===== config.mk =====
export PLATFORM = sky130hd
export DESIGN_NAME = rri_tex
export DESIGN_NICKNAME = d
export VERILOG_FILES = /design/src/hdl/rri_pkg.sv /design/src/hdl/rri_tex.sv
export SDC_FILE = /design/constraint.sdc
export NUM_CORES = 1
export LEC_CHECK = 0
export BUFFER_PORTS_ARGS = -buffer_cell sky130_fd_sc_hd__buf_2
export CAP_MARGIN = 20
export CORE_UTILIZATION = 40
export DETAILED_ROUTE_END_ITERATION = 6
export GPL_TIMING_DRIVEN = 0
export PLACE_DENSITY = 0.55
export SETUP_SLACK_MARGIN = 0.05
export SLEW_MARGIN = 25
export SYNTH_ARGS = -nofsm -noshare
export SYNTH_HDL_FRONTEND = slang
export SYNTH_SLANG_ARGS = --single-unit

===== constraint.sdc =====
create_clock -name clk -period 5.4 [get_ports clk]
set_clock_uncertainty 0.15 [all_clocks]
set_input_delay 1.08 -clock clk [delete_from_list [all_inputs] [get_ports clk]]
set_output_delay 1.08 -clock clk [all_outputs]
set_load 0.02 [all_outputs]

===== src/hdl/rri_pkg.sv =====
package rri_pkg;

    // field widths
    localparam int CW        = 20;
    localparam int FRAC      = 12;
    localparam int TW        = 24;
    localparam int DISTW     = 24;
    localparam int SZW       = 20;
    localparam int TEXW      = 13;
    localparam int CFG_IDX_W = 3;
    localparam int CFG_W     = 3 * CW;

    // internal widths
    localparam int COW   = CW + 1;
    localparam int PW    = 2 * CW;
    localparam int NUMPW = COW + CW;
    localparam int DNW   = PW + 2;
    localparam int NUMW  = NUMPW + 2;
    localparam int DDW   = 2 * CW;
    localparam int NW    = NUMW + FRAC;
    localparam int QW    = TW + 1;
    localparam int DIVW  = DNW + QW;
    localparam int DTW   = CW + TW;
    localparam int PTW   = DTW - FRAC + 1;
    localparam int VW    = PTW + 1;
    localparam int VPW   = VW + CW;
    localparam int AW    = VPW + 2;
    localparam int PRODW = CW + 1 + TW;
    localparam int TQW   = TEXW;
    localparam int TRW   = SZW + TQW;
    localparam int L_TEX = TQW + 2;
    localparam int NST   = 3 + (QW + 1) + 6 + L_TEX;

    localparam logic signed [TW-1:0] T_MAX   = {1'b0, {(TW-1){1'b1}}};
    localparam logic signed [TW-1:0] T_MIN   = {1'b1, {(TW-1){1'b0}}};
    localparam logic [TEXW-1:0]      TEX_MID = TEXW'(2048);
    localparam logic [TEXW-1:0]      TEX_MAX = {TEXW{1'b1}};

    typedef enum logic [CFG_IDX_W-1:0] {
        REG_CENTER,
        REG_NORMAL,
        REG_TAN_U,
        REG_TAN_V,
        REG_SIZE_U,
        REG_SIZE_V,
        REG_BACK_ONLY
    } cfg_reg_t;

    typedef struct packed {
        logic [2:0][CW-1:0] o;
        logic [2:0][CW-1:0] d;
        logic [TW-1:0]      t_lo;
        logic [TW-1:0]      t_hi;
        logic [DISTW-1:0]   closest;
    } ray_t;

    // one step of the t divider and the norm square root
    typedef struct packed {
        ray_t            ray;
        logic            miss;
        logic            neg;
        logic            ovf;
        logic [NW-1:0]   rem;
        logic [DNW-1:0]  den;
        logic [QW-1:0]   q;
        logic [DDW-1:0]  sx;
        logic [DDW-1:0]  sr;
    } dv_t;

    // one step of the texture divider
    typedef struct packed {
        logic            neg;
        logic [TRW-1:0]  rem;
        logic [TQW-1:0]  q;
    } tdv_t;

    // result fields waiting for the texture coordinates
    typedef struct packed {
        logic               miss;
        logic [DISTW-1:0]   hd;
        logic [2:0][CW-1:0] p;
    } tl_t;

endpackage


===== src/hdl/rri_tex.sv =====
module rri_tex (
    input  logic                         clk,
    input  logic                         adv,
    input  logic signed [rri_pkg::AW-1:0] a,
    input  logic [rri_pkg::SZW-1:0]      size,
    output logic [rri_pkg::TEXW-1:0]     tex
);
    import rri_pkg::*;

    tdv_t            st_reg [TQW+1];
    tdv_t            st0_next;
    logic [TEXW-1:0] tex_reg;
    logic [TEXW-1:0] tex_next;

    // magnitude and sign of the projection
    always_comb
    begin : s0_comb
        logic [AW-1:0] mag;
        mag = a[AW-1] ? AW'(-a) : AW'(a);
        st0_next.neg = a[AW-1];
        st0_next.rem = mag[TRW-1:0];
        st0_next.q   = '0;
    end

    always_ff @(posedge clk)
    begin
        if (adv)
        begin
            st_reg[0] <= st0_next;
        end
    end

    // restoring division, one quotient bit per stage
    for (genvar j = 1; j <= TQW; j++)
    begin : g_div
        localparam int K = TQW - j;
        tdv_t nx;

        always_comb
        begin
            logic [TRW-1:0] sub;
            sub = TRW'(size) << K;
            nx  = st_reg[j-1];
            if (st_reg[j-1].rem >= sub)
            begin
                nx.rem  = st_reg[j-1].rem - sub;
                nx.q[K] = 1'b1;
            end
        end

        always_ff @(posedge clk)
        begin
            if (adv)
            begin
                st_reg[j] <= nx;
            end
        end
    end

    // floor, recentre and clamp; a zero size gives the midpoint
    always_comb
    begin : fin_comb
        logic signed [TQW+1:0] qs;
        logic signed [TQW+1:0] u;
        qs = $signed({2'b00, st_reg[TQW].q});
        if (st_reg[TQW].neg)
        begin
            qs = (TQW+2)'(0) - qs - (TQW+2)'(|st_reg[TQW].rem);
        end
        u = qs + $signed({2'b00, TEX_MID});
        if (size == '0)
        begin
            tex_next = TEX_MID;
        end
        else if (u[TQW+1])
        begin
            tex_next = '0;
        end
        else if (u[TQW])
        begin
            tex_next = TEX_MAX;
        end
        else
        begin
            tex_next = u[TEXW-1:0];
        end
    end

    always_ff @(posedge clk)
    begin
        if (adv)
        begin
            tex_reg <= tex_next;
        end
    end

    assign tex = tex_reg;

endmodule


==> results of run 1 <==
[layer usage]
metal,track usage,share of wire,vias to the layer above
li1,-,-,13210
met1,0.2743,0.46,12740
met2,0.3468,0.48,552
met3,0.02563,0.039,134
met4,0.06473,0.025,2
met5,0,0.00014,-
[cell families after synthesis]
group | after synthesis | synth area share
DFF | 580 | 0.4798
AOI/OAI and AO/OA | 905 | 0.1581
buffers and inverters | 191 | 0.01992
adders and majority gates | 278 | 0.09850
xor gates and xnor gates | 332 | 0.08010
muxes | 69 | 0.02106
and+or+nand+nor | 1056 | 0.1425
[power groups by stage]
stage	Clock, mW	Sequential [mW]	Combinational, mW
final	4.67	7.71	8.52
after global routing	4.97	7.83	9.51
after floorplan	0	7.37	6.58
after CTS	4.81	7.73	8.48
after detailed placement	0	7.81	8.42
after global placement	0	7.88	8.38
[cell type report]
cell class,instances,share of cell area
repair buffers,82,0.01615
diodes,1,0.00006143
clock inverters,43,0.01121
clock buffers,85,0.04490
multi-input cells,2640,0.4459
flip-flops and latches,580,0.4275
well taps,1176,0.03612
plain buffers,69,0.006603
inverters,122,0.01152
[worst max-delay path, cell delays in order]
cell	delay, ns
buf_2	0.11
inv_2	0.36
buf_16	0.21
ha_1	0.31
a21o_1	0.20
a211o_1	0.30
nor4_1	0.66
o31a_1	0.35
inv_1	0.06
a41oi_1	0.49
clkbuf_2	0.37
clkbuf_1	0.51
o21ai_0	0.31
[per-stage QoR]
| stage | cells | power [mW] | utilization | TNS, ns |
|---|---|---|---|---|
| 2_1_floorplan | 3411 | 13.95 | - | 0 |
| 3_3_place_gp | 4655 | 16.26 | 0.4234 | -3559.94 |
| 3_5_place_dp | 4665 | 16.23 | 0.4266 | -121.27 |
| 4_1_cts | 4797 | 21.02 | 0.4525 | 0 |
| 5_1_grt | 4798 | 22.32 | 0.4526 | 0 |
| 6_report | 4798 | 20.90 | 0.4526 | 0 |
[worst paths after layout]
kind / from / end / slack [ns] / cells past startpoint
worst max-delay path: size[18] / st_reg[1][249]$_DFFE_PP_ / 0.22 / 13
worst min-delay path: st_reg[1][151]$_DFFE_PP_ / st_reg[1][198]$_DFFE_PP_ / 0.26 / 0
worst max register to register: st_reg[1][219]$_DFFE_PP_ / st_reg[1][249]$_DFFE_PP_ / 0.90 / 10
worst min register to register: st_reg[1][151]$_DFFE_PP_ / st_reg[1][198]$_DFFE_PP_ / 0.26 / 0
[repair_timing]
| item | in CTS | in global routing |
|---|---|---|
| pin swaps | 0 | 0 |
| endpoints found under the setup margin | 57 | 7 |
| gates cloned | 0 | 0 |
| resized for setup | 4 | 6 |
| buffers inserted | 4 | 0 |
[placed cells by master, fill, tap and decap left out, drive strengths merged, types with 11 or more instances in the layout]
cell / instances
buf: 89
fa: 13
and3: 26
xnor2: 200
nor3: 85
edfxtp: 580
clkinv: 32
nand3: 55
nor2b: 49
o31ai: 31
a31oi: 28
mux2: 59
nor4: 52
nor2: 270
nand2: 303
o21ai: 246
xor2: 132
nand4: 36
o21bai: 14
or4: 18
o41ai: 11
or3: 43
o21a: 45
or2: 15
ha: 265
a21oi: 237
clkbuf: 147
a21o: 117
a21boi: 14
nand2b: 53
o31a: 13
o211ai: 32
a211oi: 30
inv: 122
==> flow_summary.yaml, run 1 <==
run_status:
  status: "finished clean"
worst_setup_path:
  required_ns: 5.57
  cp.arrival_ns: 5.35
  startpoint_type: "input pin"
  end_kind: "flop"
  critPathMaxFanout: 10
  crit_type: "input pin to flop"
floorplan:
  die_h_um: 303.3
  die_area_sq_um: 91960
  die_x_um: 303.3
  core_area_sq_um: 90010
  initial_utilization: 0.4033
  rows: 110
  io_pins: 91
placement:
  dp_hpwl_um: 69590
  port_buffers: 68
  gp_congestion: 0.9005
  placed_cell_area_sq_um: 38400
  place_ws_ns: -1.238
clocking:
  clk_latency_ns: 0.64
  clkSinkCount: 580
  clk_pin_slew_ns: 0.06
  cts-root-buf: "clkbuf_16"
  cts_max_level: 3
  cts_hold_buf: 0
  clock_path_buffers: 3
  numCtsBuffers: 70
  cts_tree: "built"
power_and_ir_drop:
  seqPwrFrac: 0.369
  ir_worst_vdd_v: 0.0002159
  internal_power_mw: 13.29
  swShare: 0.3644
  p_leak_nw: 15.31
  power.share.clock: 0.223
  p_sw_mw: 7.619
  powerDensity_nw_per_um2: 513.1
  combPwrFrac: 0.408
drt:
  via_per_inst: 5.551
  ant_nets: 0
  first_pass_iters: 6
  post_drt_wl_per_cell_um: 19.76
  routed-via-count: 26630
  routed_wl_um: 94790
  drcViolationCount: 0
  initialDrtViolationCount: 1855
final_layout:
  drive_above_1_share: 0.07346
  multiInputGateArea_sq_um: 18170
  n_fill_cell: 8519
  design_area_sq_um: 40740
  seq_area_sq_um: 17420
  syn2layout_area_growth_pct: 12.22
  largest_reg_flops: 567
  nets: 3921
global_route:
  grt_pass1_vias: 25330
  grt_use_total: 0.2056
  antenna_found_initial: 4
  grt_pass1_wl_um: 145200
  grt_max_degree: 93
  overflow: 0
logic_synthesis:
  synth_fp_nets: 3767
  postSynthCellCount: 3411
  synth_commonest_cells: "edfxtp_1 (580), nand2_1 (303), nor2_1 (270)"
  synth_edf_count: 580
  yosysSeqAreaShare: 0.4798
  synth_area_sq_um: 36300
  synth_seq_cells: 580
  synth_area_leaders: "edfxtp_1 (48%), ha_1 (9.1%), xnor2_1 (4.8%)"
  yosysMostFrequentCell: "edfxtp_1"
  async_flop_share: 0
  syn_area_per_cell_sq_um: 10.64
  synth_top_area_cell: "edfxtp_1"
  ys_warn_count: 0
  ys_types: 87
  netlist.area_leader.share: 0.4798
  synth_ff_type: "edfxtp_1"
sta:
  rsz0062_at_grt: "false"
  layout_setup_ws_ns: 0.2229
  worst_pin_slew_ns: 1.037
  period_share: 0.9587
  finalSetupViolations: 0
  max_slew_margin: 0.3078
  max_clock_freq_ghz: 0.1932
  period_minus_slack_ns: 5.177
  timing.hold.ws_ns: 0.2606
  finalMaxSlewViolations: 0
  hold_viol_final: 0
worst_hold_path:
  hold_class: "flop to flop"
job:
  max_cap_viol_count: 0
Note: power is estimated with default switching activity, not from simulation.
==> run 2: changes to the inputs <==
--- a/config.mk
+++ b/config.mk
@@ -5,8 +5,10 @@
 export SDC_FILE = /design/constraint.sdc
 export NUM_CORES = 1
 export LEC_CHECK = 0
+export ABC_AREA = 0
 export BUFFER_PORTS_ARGS = -buffer_cell sky130_fd_sc_hd__buf_2
 export CAP_MARGIN = 20
+export CORE_MARGIN = 2
 export CORE_UTILIZATION = 40
 export DETAILED_ROUTE_END_ITERATION = 6
 export GPL_TIMING_DRIVEN = 0
==> constraint.sdc (replaced) <==
create_clock -name clk -period 5.4 [get_ports clk]
set_clock_uncertainty 0.15 [all_clocks]
set_input_delay 0.81 -clock clk [delete_from_list [all_inputs] [get_ports clk]]
set_output_delay 0.81 -clock clk [all_outputs]
set_load 0.02 [all_outputs]
==> flow_summary.yaml, run 2 (synthesized netlist as in run 1, its figures left out) <==
global_route:
  overflow: 0
  grt_max_degree: 98
  grt_pass1_vias: 25520
  grt_use_total: 0.2016
  antenna_found_initial: 3
  grt_pass1_wl_um: 146800
clocking:
  clk_latency_ns: 0.61
  clk_pin_slew_ns: 0.06
  cts-root-buf: "clkbuf_16"
  cts_hold_buf: 0
  clock_path_buffers: 3
  clkSinkCount: 580
  cts_max_level: 3
  cts_tree: "built"
  numCtsBuffers: 70
final_layout:
  nets: 3920
  syn2layout_area_growth_pct: 12.14
  final_cell_mix: "edfxtp_1 (580), nand2_1 (303), nor2_1 (270)"
  final_common_cell: "edfxtp_1"
  largest_reg_flops: 567
  drive_above_1_share: 0.07350
  diodes: 0
sta:
  period_share: 0.9256
  max_slew_margin: 0.2640
  finalSetupViolations: 0
  hold_viol_final: 0
  fin_tns_setup_ns: 0
  worst_pin_slew_ns: 1.103
  finalMaxSlewViolations: 0
  period_minus_slack_ns: 4.998
  layout_setup_ws_ns: 0.4017
  max_clock_freq_ghz: 0.2001
  rsz0062_at_grt: "false"
run_status:
  status: "finished clean"
drt:
  routed-via-count: 26770
  initialDrtViolationCount: 1919
  routed_wl_um: 94620
  drcViolationCount: 0
  first_pass_iters: 5
  ant_nets: 0
  post_drt_wl_per_cell_um: 19.73
  via_per_inst: 5.582
power_and_ir_drop:
  swShare: 0.3620
  p_leak_nw: 15.32
  p_sw_mw: 7.581
  combPwrFrac: 0.409
  power.share.clock: 0.224
  powerDensity_nw_per_um2: 514.5
  ir_worst_vdd_v: 0.0002395
  seqPwrFrac: 0.367
  internal_power_mw: 13.36
floorplan:
  die_h_um: 305.3
  initial_utilization: 0.4033
  io_pins: 91
  die_area_sq_um: 93180
  core_area_sq_um: 90010
  die_x_um: 305.3
  rows: 110
worst_setup_path:
  path_buf_inv: 6
  startpoint_type: "input pin"
  slowest_stage: "nor4_1"
  crit_type: "input pin to flop"
  end_kind: "flop"
  cp_common_cell: "clkbuf_1"
  slowest_delay_ns: 0.64
  required_ns: 5.54
  critPathMaxFanout: 10
  cp.arrival_ns: 5.13
  critical-path-top-delay-family: "compound AO/OA/AOI/OAI gates"
  cp_cell_sequence: "buf_2 -> inv_2 -> buf_16 -> ha_1 -> a21o_1 -> a211o_1 -> nor4_1 -> o31a_1 -> inv_1 -> a41oi_1 -> clkbuf_1 -> clkbuf_1 -> o21ai_0"
placement:
  dp_hpwl_um: 69560
  port_buffers: 68
  gp_congestion: 0.8853
  place_ws_ns: -1.014
worst_hold_path:
  hold_class: "flop to flop"
job:
  max_cap_viol_count: 0
run 2: worst paths after layout:
kind / startpoint / endpoint / slack, ns / cells past startpoint
worst max register to register: st_reg[1][219]$_DFFE_PP_ / st_reg[1][249]$_DFFE_PP_ / 0.76 / 10
worst min-delay path: st_reg[1][189]$_DFFE_PP_ / st_reg[1][236]$_DFFE_PP_ / 0.26 / 0
worst max-delay path: size[18] / st_reg[1][249]$_DFFE_PP_ / 0.40 / 13
worst min register to register: st_reg[1][189]$_DFFE_PP_ / st_reg[1][236]$_DFFE_PP_ / 0.26 / 0
run 2: final cells by class:
| class | instances | area, sq um |
|---|---|---|
| Fill cell | 8541 | 49300 |
| Clock inverter | 41 | 401.6 |
| Multi-Input combinational cell | 2640 | 18170 |
| Clock buffer | 86 | 1876 |
| Tap cell | 1176 | 1471 |
| Buffer | 69 | 265.3 |
| Sequential cell | 580 | 17420 |
| Inverter | 122 | 461.7 |
| Timing Repair Buffer | 81 | 650.6 |
run 2: power by group through the flow:
stage	sequential (mW)	combinational [mW]	clock [mW]
2_1_floorplan	7.37	6.58	0
3_3_place_gp	7.87	8.42	0
3_5_place_dp	7.79	8.47	0
4_1_cts	7.70	8.54	4.83
5_1_grt	7.83	9.61	5.00
6_report	7.70	8.56	4.69
run 2: per-stage QoR:
stage	instances	power [mW]	utilization	hold slack (ns)	cell area, sq um
after detailed placement	4665	16.26	0.4266	0.2545	38400
final	4795	20.94	0.4523	0.2572	40710
after CTS	4795	21.07	0.4522	0.2597	40710
after floorplan	3411	13.95	-	0.2503	36300
after global placement	4655	16.28	0.4234	0.2504	38110
after global routing	4795	22.44	0.4523	0.2704	40710
run 2: worst register-to-register path, delay by kind of cell, from the launching register on:
family / cells / cell delay, ns
AOI/OAI and AO/OA: 5 / 1.69
buffers and inverters: 3 / 1.04
and+or+nand+nor: 1 / 0.64
adders and majority gates: 1 / 0.37
DFF: 1 / 0.41
run 2: what timing repair did:
| item | CTS | global route |
|---|---|---|
| pin swaps | 0 | 0 |
| resized for setup | 2 | 1 |
| hold endpoints to repair | 0 | 0 |
| setup buffers | 3 | 0 |
| setup endpoints to repair | 33 | 7 |
run 2: layer usage:
metal  vias up  wire (um)  global-route usage
li1      13220          -                   -
met1     12840      42820              0.2718
met2       572      45280              0.3388
met3       135       3936             0.02829
met4         2       2567             0.05659
met5         -         13                   0
==> run 3: changes to the inputs <==
==> constraint.sdc (replaced) <==
create_clock -name clk -period 5.6 [get_ports clk]
set_clock_uncertainty 0.15 [all_clocks]
set_input_delay 0.84 -clock clk [delete_from_list [all_inputs] [get_ports clk]]
set_output_delay 0.84 -clock clk [all_outputs]
set_load 0.01 [all_outputs]
==> flow_summary.yaml, run 3 (synthesized netlist as in run 1, its figures left out) <==
run_status:
  status: "finished clean"
drt:
  ant_nets: 0
  routed_wl_um: 94620
  initialDrtViolationCount: 1919
  via_per_inst: 5.576
  drcViolationCount: 0
  post_drt_wl_per_cell_um: 19.73
  routed-via-count: 26740
  first_pass_iters: 5
floorplan:
  rows: 110
  core_area_sq_um: 90010
  die_area_sq_um: 93180
  die_h_um: 305.3
  io_pins: 91
  initial_utilization: 0.4033
  die_x_um: 305.3
final_layout:
  nets: 3920
  drive_above_1_share: 0.07350
  syn2layout_area_growth_pct: 12.13
  diodes: 0
  largest_reg_flops: 567
  final_common_cell: "edfxtp_1"
  final_cell_mix: "edfxtp_1 (580), nand2_1 (303), nor2_1 (270)"
  fin_cells: 4795
placement:
  port_buffers: 68
  place_ws_ns: -0.8436
  dp.cells: 4665
  gp_congestion: 0.8853
  dp_hpwl_um: 69560
sta:
  period_share: 0.9232
  rsz0062_at_grt: "false"
  hold_viol_final: 0
  timing.hold.ws_ns: 0.2576
  finalSetupViolations: 0
  max_clock_freq_ghz: 0.1934
  worst_pin_slew_ns: 1.103
  layout_setup_ws_ns: 0.4300
  fin_tns_setup_ns: 0
  finalMaxSlewViolations: 0
  period_minus_slack_ns: 5.170
  max_slew_margin: 0.2640
worst_setup_path:
  startpoint_type: "input pin"
  path_buf_inv: 5
  slowest_stage: "buf_2"
  end_kind: "flop"
  critPathMaxFanout: 15
  crit_type: "input pin to flop"
  slowest_delay_ns: 0.58
  critical-path-top-delay-family: "buffers and inverters"
  cp.arrival_ns: 5.33
  cp_common_cell: "clkbuf_1"
  cp_cell_sequence: "buf_2 -> clkinvlp_4 -> buf_4 -> ha_1 -> nor2b_1 -> o31a_1 -> o311ai_1 -> a211oi_1 -> o21a_1 -> nor2_1 -> o21ai_2 -> clkbuf_1 -> clkbuf_1 -> a21oi_1"
  required_ns: 5.76
power_and_ir_drop:
  p_leak_nw: 15.32
  powerDensity_nw_per_um2: 495.9
  total_power_mw: 20.19
  ir_worst_vdd_v: 0.0002310
clocking:
  cts_max_level: 3
  numCtsBuffers: 70
  clock_path_buffers: 3
  clkSinkCount: 580
  clk_pin_slew_ns: 0.06
  clk_latency_ns: 0.61
  cts-root-buf: "clkbuf_16"
  cts_tree: "built"
global_route:
  grt_pass1_wl_um: 146800
  antenna_found_initial: 3
  overflow: 0
  grt_max_degree: 98
  grt_use_total: 0.2016
  grt_pass1_vias: 25520
job:
  max_cap_viol_count: 0
worst_hold_path:
  hold_class: "flop to flop"
## run 3: metal layers
layer | track usage | share of wire | vias up
met1 | 0.2718 | 0.45 | 12820
met3 | 0.02829 | 0.042 | 137
met2 | 0.3388 | 0.48 | 565
met4 | 0.05659 | 0.027 | 2
met5 | 0 | 0.00014 | -
li1 | - | - | 13210
## run 3: final cells by class
cell class | count | area [sq um]
Fill cell | 8542 | 49300
Timing Repair Buffer | 81 | 648.1
Sequential cell | 580 | 17420
Buffer | 69 | 265.3
Clock inverter | 41 | 401.6
Inverter | 122 | 461.7
Clock buffer | 86 | 1876
Tap cell | 1176 | 1471
Multi-Input combinational cell | 2640 | 18170
## run 3: final timing paths
path,startpoint,to,slack (ns),cells after the start
min reg2reg,st_reg[1][189]$_DFFE_PP_,st_reg[1][236]$_DFFE_PP_,0.26,0
min,st_reg[1][189]$_DFFE_PP_,st_reg[1][236]$_DFFE_PP_,0.26,0
max,size[1],st_reg[0][173]$_DFFE_PP_,0.43,14
max reg2reg,st_reg[1][219]$_DFFE_PP_,st_reg[1][249]$_DFFE_PP_,0.95,10
## run 3: power by group
part	switching [mW]	internal, mW	leakage, nW	total [mW]
registers	0.845	6.58	5.58	7.42
clock network	1.82	2.71	1.12	4.52
logic	4.64	3.60	8.62	8.24
total	7.30	12.9	15.3	20.2
## run 3: through the flow
step	cell area (sq um)	utilization
final	40710	0.4522
after global routing	40710	0.4522
after CTS	40710	0.4522
after detailed placement	38400	0.4266
after global placement	38110	0.4234
after floorplan	36300	-
## run 3: repair_timing
action                                  4_1_cts  5_1_grt
buffers inserted                              3        0
hold buffers                                  0        0
resized for setup                             2        0
endpoints found under the setup margin       14        0
